### src/rtl/suga_pkg.sv
// Shared types and constants for the group store with per-group add.
// Used by suga_alu and set_union_with_group_add; no dependencies.
`default_nettype none

package suga_pkg;

  localparam int unsigned FuncW   = 2;
  localparam int unsigned MemberW = 10;
  localparam int unsigned AmountW = 20;
  localparam int unsigned ValueW  = 32;

  typedef enum logic [FuncW-1:0] {
    FUNC_ADD  = 2'd0,
    FUNC_JOIN = 2'd1,
    FUNC_GET  = 2'd2
  } suga_func_e;

  typedef struct packed {
    logic               join_op;
    logic [AmountW-1:0] amount;
  } suga_ctrl_t;

endpackage

`default_nettype wire

### src/rtl/suga_alu.sv
// Shared update unit: compares one entry's label and forms its new label and value.
// Depends on suga_pkg for the control struct and field widths.
`default_nettype none

module suga_alu #(
  parameter int unsigned LabelW = 10
) (
  input  wire suga_pkg::suga_ctrl_t              ctrl_i,
  input  wire logic [LabelW-1:0]                 keep_label_i,
  input  wire logic [LabelW-1:0]                 gone_label_i,
  input  wire logic [LabelW-1:0]                 entry_label_i,
  input  wire logic [suga_pkg::ValueW-1:0]       entry_value_i,
  output logic                                   we_o,
  output logic      [LabelW-1:0]                 label_o,
  output logic      [suga_pkg::ValueW-1:0]       value_o
);

  logic [LabelW-1:0]           match_label;
  logic [suga_pkg::ValueW:0]   sum;

  assign match_label = ctrl_i.join_op ? gone_label_i : keep_label_i;
  assign we_o        = (entry_label_i == match_label);
  assign sum         = {1'b0, entry_value_i} +
                       (suga_pkg::ValueW + 1)'(ctrl_i.amount);

  always_comb begin
    if (ctrl_i.join_op) begin
      label_o = keep_label_i;
      value_o = entry_value_i;
    end else begin
      label_o = entry_label_i;
      value_o = sum[suga_pkg::ValueW] ? {suga_pkg::ValueW{1'b1}}
                                      : sum[suga_pkg::ValueW-1:0];
    end
  end

endmodule

`default_nettype wire

### config.mk
export PLATFORM = sky130hd
export DESIGN_NAME = suga_alu
export DESIGN_NICKNAME = d
export VERILOG_FILES = /design/src/rtl/suga_pkg.sv /design/src/rtl/suga_alu.sv
export SDC_FILE = /design/constraint.sdc
export NUM_CORES = 1
export LEC_CHECK = 0
export ABC_CLOCK_PERIOD_IN_PS = 6100
export BUFFER_PORTS_ARGS = -buffer_cell sky130_fd_sc_hd__buf_4
export CAP_MARGIN = 10
export CORE_MARGIN = 3
export CORE_UTILIZATION = 45
export DETAILED_ROUTE_END_ITERATION = 8
export PLACE_DENSITY_LB_ADDON = 0.25
export SYNTH_ARGS = -nofsm -noshare
export SYNTH_HDL_FRONTEND = slang
export SYNTH_SLANG_ARGS = --single-unit
### constraint.sdc
create_clock -name vclk -period 6.1
set_input_delay 0.61 -clock vclk [all_inputs]
set_output_delay 0.61 -clock vclk [all_outputs]
set_load 0.005 [all_outputs]
== Word level (Yosys, flattened, before mapping) ==
Cells that the tools add are included.

* Register bits after elaboration: 0
* Output and inout port bits: 43

* Add/sub/neg operators: 1
* Equal/unequal tests: 1
* Mux-type cells: 4

{| class="wikitable"
|+ Operator list
! cell !! number
|-
| $mux 32 || 2
|-
| $add 32x20->33 || 1
|-
| $mux 10 || 2
|-
| $eq 10x10->1 || 1
|}

== Depth between registers and ports, before layout ==
Gate-level depths: netlist of the first run.

* Word-level depth: 3
* Gate-level depth with buffers: 10
* Depth with buffers taken out: 9

== Least setup slack after synthesis of the first run ==
No wires, ideal clock.

* Kind: input port to output port
* Start: in ctrl_i[0] in the netlist's numbering
* End: out value_o[27] in the netlist's numbering
* Arrival: 2731 ps
* Data required time: 5490 ps
* Slack: 2759 ps
* Cell stages on the path: 10
* Path buffers: 1
* Cells stage by stage: ha_1 -> fa_1 -> a21oi_1 -> o211ai_2 -> a2111oi_4 -> o21a_4 -> or3_1 -> buf_2 -> nand2_1 -> mux2_2

* Cells in the longest elaborated chain, start to end: 3

{| class="wikitable"
|+ Ends and longest elaborated chain
! element !! line !! source
|-
| start: declaration || suga_alu.sv:8 || <nowiki>input wire suga_pkg::suga_ctrl_t ctrl_i,</nowiki>
|-
| $add 32x20->33 || suga_alu.sv:23 || <nowiki>assign sum = {1'b0, entry_value_i} +</nowiki>
|-
| $mux 32 || suga_alu.sv:32 || <nowiki>value_o = sum[suga_pkg::ValueW] ? {suga_pkg::ValueW{1'b1}}</nowiki>
|-
| $mux 32 || suga_alu.sv:27 || <nowiki>if (ctrl_i.join_op) begin</nowiki>
|-
| end: declaration || suga_alu.sv:15 || <nowiki>output logic [suga_pkg::ValueW-1:0] value_o</nowiki>
|}

No other way between the ends.

== Final worst setup path of the first run ==
* Start: in ctrl_i[0] in the netlist's numbering
* End: out value_o[19] in the netlist's numbering

Same word-level chain as after synthesis.

==> results of run 1 <==
[cells by family (layout without fill, tap and decap cells)]
group                      Yosys count  after routing  share of synthesized area [%]
and+or+nand+nor                    109            109                           28.4
adders and majority gates           21             21                           12.8
AOI/OAI and AO/OA                   89             89                           29.0
muxes                               25             25                           12.7
buffers and inverters               28            136                           5.56
xor gates and xnor gates            28             28                           11.6
[worst paths after layout]
path             start           to  slack (ns)  cells after the start
max          ctrl_i[0]  value_o[19]        2.31                     11
min   entry_value_i[3]   value_o[3]        1.52                      4
[cells in the mapped netlist (2+ instances only)]
master	count
sky130_fd_sc_hd__inv_1	10
sky130_fd_sc_hd__o31a_1	4
sky130_fd_sc_hd__nor2_1	16
sky130_fd_sc_hd__mux2_2	15
sky130_fd_sc_hd__mux2i_1	10
sky130_fd_sc_hd__nand2_1	26
sky130_fd_sc_hd__a21oi_1	31
sky130_fd_sc_hd__a21o_1	5
sky130_fd_sc_hd__ha_1	20
sky130_fd_sc_hd__and3_1	7
sky130_fd_sc_hd__nand4_1	5
sky130_fd_sc_hd__xnor2_1	8
sky130_fd_sc_hd__and2_1	2
sky130_fd_sc_hd__clkbuf_1	10
sky130_fd_sc_hd__nor2b_1	8
sky130_fd_sc_hd__buf_2	6
sky130_fd_sc_hd__o21a_1	4
sky130_fd_sc_hd__o21ai_0	12
sky130_fd_sc_hd__a31oi_1	6
sky130_fd_sc_hd__a211oi_1	2
sky130_fd_sc_hd__xor2_1	20
sky130_fd_sc_hd__nand2b_1	6
sky130_fd_sc_hd__and4_1	3
sky130_fd_sc_hd__o211ai_1	2
sky130_fd_sc_hd__nand4_2	2
sky130_fd_sc_hd__o21ai_1	2
sky130_fd_sc_hd__a21oi_2	5
sky130_fd_sc_hd__o21bai_1	3
sky130_fd_sc_hd__nand3_1	13
sky130_fd_sc_hd__nor3_1	10
[report_power, final]
group	internal [uW]	leakage, uW	total [uW]	switching, uW
clock network	0	0	0	0
logic	147	0.00148	280	134
registers	0	0	0	0
total	147	0.00148	280	134
[critical path: cells and delay by family]
kind                     cells  cell delay, ns
AO/OA/AOI/OAI                5            1.17
AND/OR/NAND/NOR              2            0.53
adder cells (fa/ha/maj)      2            0.61
buffers and inverters        2            0.25
[final cells by class]
class | count | area [um^2] | share of cell area, %
well taps | 52 | 65.1 | 2.13
repair buffers | 126 | 946 | 31.0
multi-input cells | 272 | 2000 | 65.6
inverters | 10 | 37.5 | 1.23
[routing by layer]
layer,share of wire (%),vias to the layer above,GRT usage (%)
met1,43,1119,29.1
met5,0,-,0
met4,0.85,0,2.37
met3,8.6,6,2.84
met2,47,111,38.9
li1,-,1326,-
[metrics by stage]
stage	util, %	setup slack [ns]
global route	68.6	2.17
CTS	68.6	2.31
finish	68.6	2.31
floorplan	-	2.76
detailed placement	68.6	2.31
global placement	68.6	2.38
[placed cells by master (no fill, tap or decap), types with 2 or more instances in the layout]
cell                       instances
sky130_fd_sc_hd__buf_4           126
sky130_fd_sc_hd__ha_1             20
sky130_fd_sc_hd__a21o_1            5
sky130_fd_sc_hd__inv_1            10
sky130_fd_sc_hd__o211ai_1          2
sky130_fd_sc_hd__nand2_1          26
sky130_fd_sc_hd__a211oi_1          2
sky130_fd_sc_hd__o21ai_0          12
sky130_fd_sc_hd__mux2_2           15
sky130_fd_sc_hd__nor3_1           10
sky130_fd_sc_hd__mux2i_1          10
sky130_fd_sc_hd__and2_1            2
sky130_fd_sc_hd__o21a_1            4
sky130_fd_sc_hd__xnor2_1           8
sky130_fd_sc_hd__nand4_1           5
sky130_fd_sc_hd__o21ai_1           2
sky130_fd_sc_hd__o21bai_1          3
sky130_fd_sc_hd__and3_1            7
sky130_fd_sc_hd__nand4_2           2
sky130_fd_sc_hd__o31a_1            4
sky130_fd_sc_hd__a21oi_2           5
sky130_fd_sc_hd__nor2b_1           8
sky130_fd_sc_hd__nand3_1          13
sky130_fd_sc_hd__a21oi_1          31
sky130_fd_sc_hd__xor2_1           20
sky130_fd_sc_hd__a31oi_1           6
sky130_fd_sc_hd__and4_1            3
sky130_fd_sc_hd__nand2b_1          6
sky130_fd_sc_hd__nor2_1           16
==> results.txt, run 1 <==
The number of global-route vias before repair came out at 2362. The count of non-filler cells in the finished layout is 460. The boundary pin count is 126.

Global routing used 21.9% of the available tracks across all layers. The worst voltage drop across the vdd grid came out at ~0.068 mV. The net total in the final layout came out at a little over 500. STA puts the critical path data required time at between 5 and 6 ns. The arrival time at the worst endpoint is 3.18 ns. The tightest slew margin relative to the limit came out at 56.0%. The number of nets in the synthesized netlist came out at 404. The number of placed instances with taps included came out at 460. After synthesis the cells add up to about 2100 um^2. The global-route wire length before repair is 10100 um. The average wire per cell in the routed design came out at between 10 and 15 um. The number of different library cells used by synthesis comes to 57. The largest net degree at the start of global routing is 60.

The final layout contains a sequential cell count of 0. Setup repair after global routing left no endpoint under its margin. The estimated wirelength of the detail-placed design came out at between 5000 and 6000 um. The highest cell delay on the worst timing path is approximately 0.44 ns. The post-route cell area is 3050 um^2. The count of buffers added on input and output ports is 126. The count of endpoints failing setup in the final report is 0.

The filler cells instantiated in the layout total 389. After floorplanning, the core was sized to cover 4440 um^2. In this run the worst path has a maximum fanout of 6. The total power is 280 uW. The area used by sequential logic in the layout came out at 0 um^2. Dividing the final minimum period by the clock period gives 62.1%. The die is 74.6 um tall.

The minimum clock period came out at 3.79 ns. The most frequent cell on the critical path is sky130_fd_sc_hd__buf_4. The pre-antenna-repair detailed-routing pass consisted of 4 iterations.

The cell count after synthesis is 300. The signal on the critical path passes through buf_4, ha_1, fa_1, a21oi_1, o211ai_2, a2111oi_4, o21a_4, or3_1, nor2b_4, a21oi_2, buf_4. For this block, the routed nets add up to between 6000 and 7000 um of wire. Measured along the x axis, the die boundary spans 74.6 um. In this run the biggest area consumer among cell types represents 11.8% of the synthesized area. The Yosys warning count is 0. At the pin with the least slew margin, the transition time is 0.660 ns. The category of the worst setup path capture point is an output pin. The hold-fix buffer count after cts is 0.

Once the floorplan was initialized, standard cells occupied a little under half of the core. The max-capacitance violation count came out at 0. The number of resized instances in the post-cts repair step is 0. The aggregate negative setup slack came out at 0 ns. In this run the static leakage power is 0.00148 uW.

The number of antenna violations at the first check in global routing came out at 0. After synthesis, the cell types taking the most area are sky130_fd_sc_hd__ha_1, sky130_fd_sc_hd__xor2_1, sky130_fd_sc_hd__mux2_2. The portion of the post-synthesis area used by sequential elements is 0%. The synthesized design spends more area on one cell type than any other, namely sky130_fd_sc_hd__ha_1. The number of clock buffer instances in the layout came out at 0. The fraction of final layout cells sized beyond drive strength 1 came out at 39.5%. The overall die area came out at 5560 um^2. The buffers inserted during post-CTS setup optimization came out at 0.

The routability congestion estimate is 0.933. The count of inserted antenna diode cells is 0. The routed via count divided by cell count came out at 5.57. The setup path with the least slack is of type in -> out. The total grt overflow came out at 0.

The number of nets with antenna violations after detailed routing came out at 0. The final max-slew violation count came out at 0. The final hold slack is 1.52 ns. In this run the core area contains 24 standard-cell rows. The power per unit of standard cell area is 92.0 nW/um^2. The growth of design area from synthesis to finish came out at 44.0%. The count of final hold-check violations came out at 0.

The flow ran to the end, and the final reports show no timing, DRC or antenna violations. The tightest min-delay check is of the in -> out type. The via total after detailed routing came out at ~2600. For this design, the slowest cell found on the critical path is sky130_fd_sc_hd__a2111oi_4. The maximum operating frequency is 264 MHz. The DRC violations left is 0. The count of routing violations after the opening detailed-route iteration is 178.

The mean instance size in the synthesized netlist is about 7.1 um^2. The placement-stage cell area came out at roughly 3000 um^2. The kind of start point of the critical path is an input port.
(Power assumes the default switching activity.)
==> run 2: changes to the inputs <==
Settings changed: ABC_CLOCK_PERIOD_IN_PS 6100 to 3100, CORE_UTILIZATION 45 to 42.
Clock period 6.1 ns to 3.1 ns, I/O delays scaled along.
==> run 2 against run 1 <==
Sequential cell count stayed put. Total power increased by 100%. Setup slack got worse by 2.1 ns. Hold slack got worse by 0.61 ns. Final area increased by 2.4%. Combinational power rose by 100%. Wire length up 5.1%. Cell count increased by 4.3%. Non-clock buffer count is 5 higher. Count of clock-buffer cells in the layout unchanged. Critical path type unchanged. Highest routed layer is now met3.
==> results.txt, run 2 (synthesis gave the netlist of run 1 again) <==
The net total in the final layout came to 519 (+0.97%). The category of the worst setup path capture point is an output pin. The worst hold path terminates at value_o[3]. The first-pass iteration count of the detailed router came out at 4 (unchanged). The average wire per cell in the routed design is 13.9 um (+0.67%). The minimum clock period came out at roughly 2.9 ns.

The count of final hold-check violations is 0 (unchanged). The total routing resource utilization after global routing is 21.6% (-0.31 points). The number of sequential cells in the layout is 0 (unchanged). The kind of start point of the critical path is an input port. The number of antenna violations at the first check in global routing came out at 0 (unchanged).

The arrival time at the worst endpoint is 2.62 ns (-0.56 ns). Leaving out fill and tap cells, the most frequent cells in the layout are sky130_fd_sc_hd__buf_4, sky130_fd_sc_hd__a21oi_1, sky130_fd_sc_hd__nand2_1. The power share of the clock group came to 0% (unchanged). The path category of the worst min-delay check is in -> out. The quantity of I/O buffers inserted on ports came to 126 (unchanged). The boundary pin count is 126 (unchanged). The maximum operating frequency is approximately 340 MHz. The proportion of power drawn by combinational gates is 100.0% (about the same). The number of resized instances in the post-cts repair step came out at 0 (unchanged). The worst voltage drop across the vdd grid is 0.0784 mV (+15%). The overall die area is 5930 um^2 (+6.6%). The critical path is of the in -> out type. The die extent in y is 77.0 um (+3.2%). The tightest slew margin relative to the limit is 54.3% (-1.7 points). The fraction of final layout cells sized beyond drive strength 1 came out at 41.2% (+1.7 points). The count of inserted antenna diode cells came to 0 (unchanged). Setup repair after global routing left no endpoint under its margin. The slew at the pin closest to its max-slew limit came to 0.683 ns (+0.0234 ns). The routed via count divided by cell count is 5.50 (-1.2%).

The post-route worst setup slack came to 0.170 ns (-2.14 ns). The part of the power in registers is 0% (unchanged). The number of nets with antenna violations after detailed routing is 0 (unchanged).

The global-route wire length before repair came out at 11200 um (+11%). The final max-slew violation count is 0 (unchanged). The most common library cell in the layout ignoring fill and taps is sky130_fd_sc_hd__buf_4. The number of global-route vias before repair is 2613 (+11%). The largest net degree at the start of global routing is 32 (-47%). The power per unit of standard cell area came to 181 nW/um^2 (+96%). The required time of the critical path came out at 2.79 ns (-2.70 ns). The count of routing violations after the opening detailed-route iteration came to 181 (+1.7%). The buffers inserted during post-CTS setup optimization is 0 (unchanged). The growth of design area from synthesis to finish came out at 47.4%.

The floorplan core area was 4790 um^2 (+7.7%). The flow ran to the end, and the final reports show no timing, DRC or antenna violations. The area used by sequential logic in the layout is 0 um^2 (unchanged). The estimated wirelength of the detail-placed design is 5610 um (+4.8%). The DRC violations left is 0 (unchanged). The hold-fix buffer count after cts is 0 (unchanged). The total grt overflow is 0 (unchanged).

The maximum fanout along the worst path came out at 3 (-3). The via total after detailed routing is 2642 (+3.1%). The power spent charging and discharging nets is 268 uW (+100%). The count of endpoints failing setup in the final report is 0 (unchanged). The max-capacitance violation count was 0 (unchanged).

The source of the worst hold timing path is entry_value_i[3]. The routed wire length came out at 6660 um (+5.1%). The leakage power was 0.00151 uW (+1.9%). The first element of the critical path is ctrl_i[0]. The starting density of the core came to 44.2% (-3.4 points). The routability congestion estimate is 0.885 (-5.1%). The aggregate negative setup slack is 0 ns (unchanged). The horizontal die dimension is 77.0 um (+3.2%). The pre-CTS setup slack came out at 0.0121 ns (-2.30 ns). The worst hold path cell count is 4 (unchanged).

The number of placement rows came out at 25 (+4.2%). The internal power consumption is 296 uW (+100%). The fraction of power spent switching nets was 47.5% (-0.19 points). The number of clock buffer instances in the layout came out at 0 (unchanged).

After layout, the worst path uses 94.5% of the clock period.
run 2: cell count changes in the layout (fill, tap and decap cells not counted):
cell and delta:
sky130_fd_sc_hd__nor3_1 -1, sky130_fd_sc_hd__or3_4 +1, sky130_fd_sc_hd__or3_1 -1, sky130_fd_sc_hd__a21boi_0 -1, sky130_fd_sc_hd__a21oi_1 -1, sky130_fd_sc_hd__buf_4 +5, sky130_fd_sc_hd__fa_1 -1, sky130_fd_sc_hd__nor3_2 +1
sky130_fd_sc_hd__a21boi_1 +1, sky130_fd_sc_hd__a21oi_2 +1, sky130_fd_sc_hd__fa_2 +1
run 2: layout make-up:
type	instances	area, um^2
multi-input cells	272	2020
well taps	67	83.8
fillers	451	1670
inverters	10	37.5
repair buffers	131	983
run 2: worst max-delay path by stage:
stage,slack [ns],endpoint
CTS,0.008,value_o[19]
detailed placement,0.01,value_o[19]
global route,0.004,value_o[11]
finish,0.17,value_o[16]
global placement,0.05,value_o[19]
floorplan,0.36,value_o[27]
run 2: per-layer routing:
layer / wire, um / share of wire, % / global-route usage (%) / up-vias
met5: 0 / 0 / 0 / -
met4: 0 / 0 / 0.890 / 0
met3: 619 / 9.3 / 4.11 / 0
met2: 3300 / 50 / 41.0 / 114
met1: 2740 / 41 / 26.3 / 1193
li1: - / - / - / 1335
run 2: power groups by stage:
stage / clock network [uW] / logic (uW) / registers [uW]
5_1_grt: 0 / 624 / 0
2_1_floorplan: 0 / 323 / 0
4_1_cts: 0 / 562 / 0
3_5_place_dp: 0 / 559 / 0
3_3_place_gp: 0 / 553 / 0
6_report: 0 / 564 / 0
run 2: worst max-delay path: stages:
cell and delay [ns]:
sky130_fd_sc_hd__buf_4 0.11, sky130_fd_sc_hd__ha_1 0.21, sky130_fd_sc_hd__fa_2 0.37, sky130_fd_sc_hd__a21oi_2 0.19, sky130_fd_sc_hd__o211ai_2 0.15, sky130_fd_sc_hd__a2111oi_4 0.39, sky130_fd_sc_hd__nor2_1 0.11, sky130_fd_sc_hd__a31o_2 0.26
sky130_fd_sc_hd__xor2_1 0.14, sky130_fd_sc_hd__o31a_1 0.23, sky130_fd_sc_hd__buf_4 0.13
run 2: stage by stage:
step	instances	hold WS, ns	instance area [um^2]	power (uW)	util (%)
floorplan	300	0.688	2120	323	-
global placement	480	0.909	3100	553	64.9
detailed placement	480	0.911	3100	559	64.9
CTS	480	0.911	3100	562	64.9
global route	480	0.938	3120	624	65.2
finish	480	0.910	3120	564	65.2
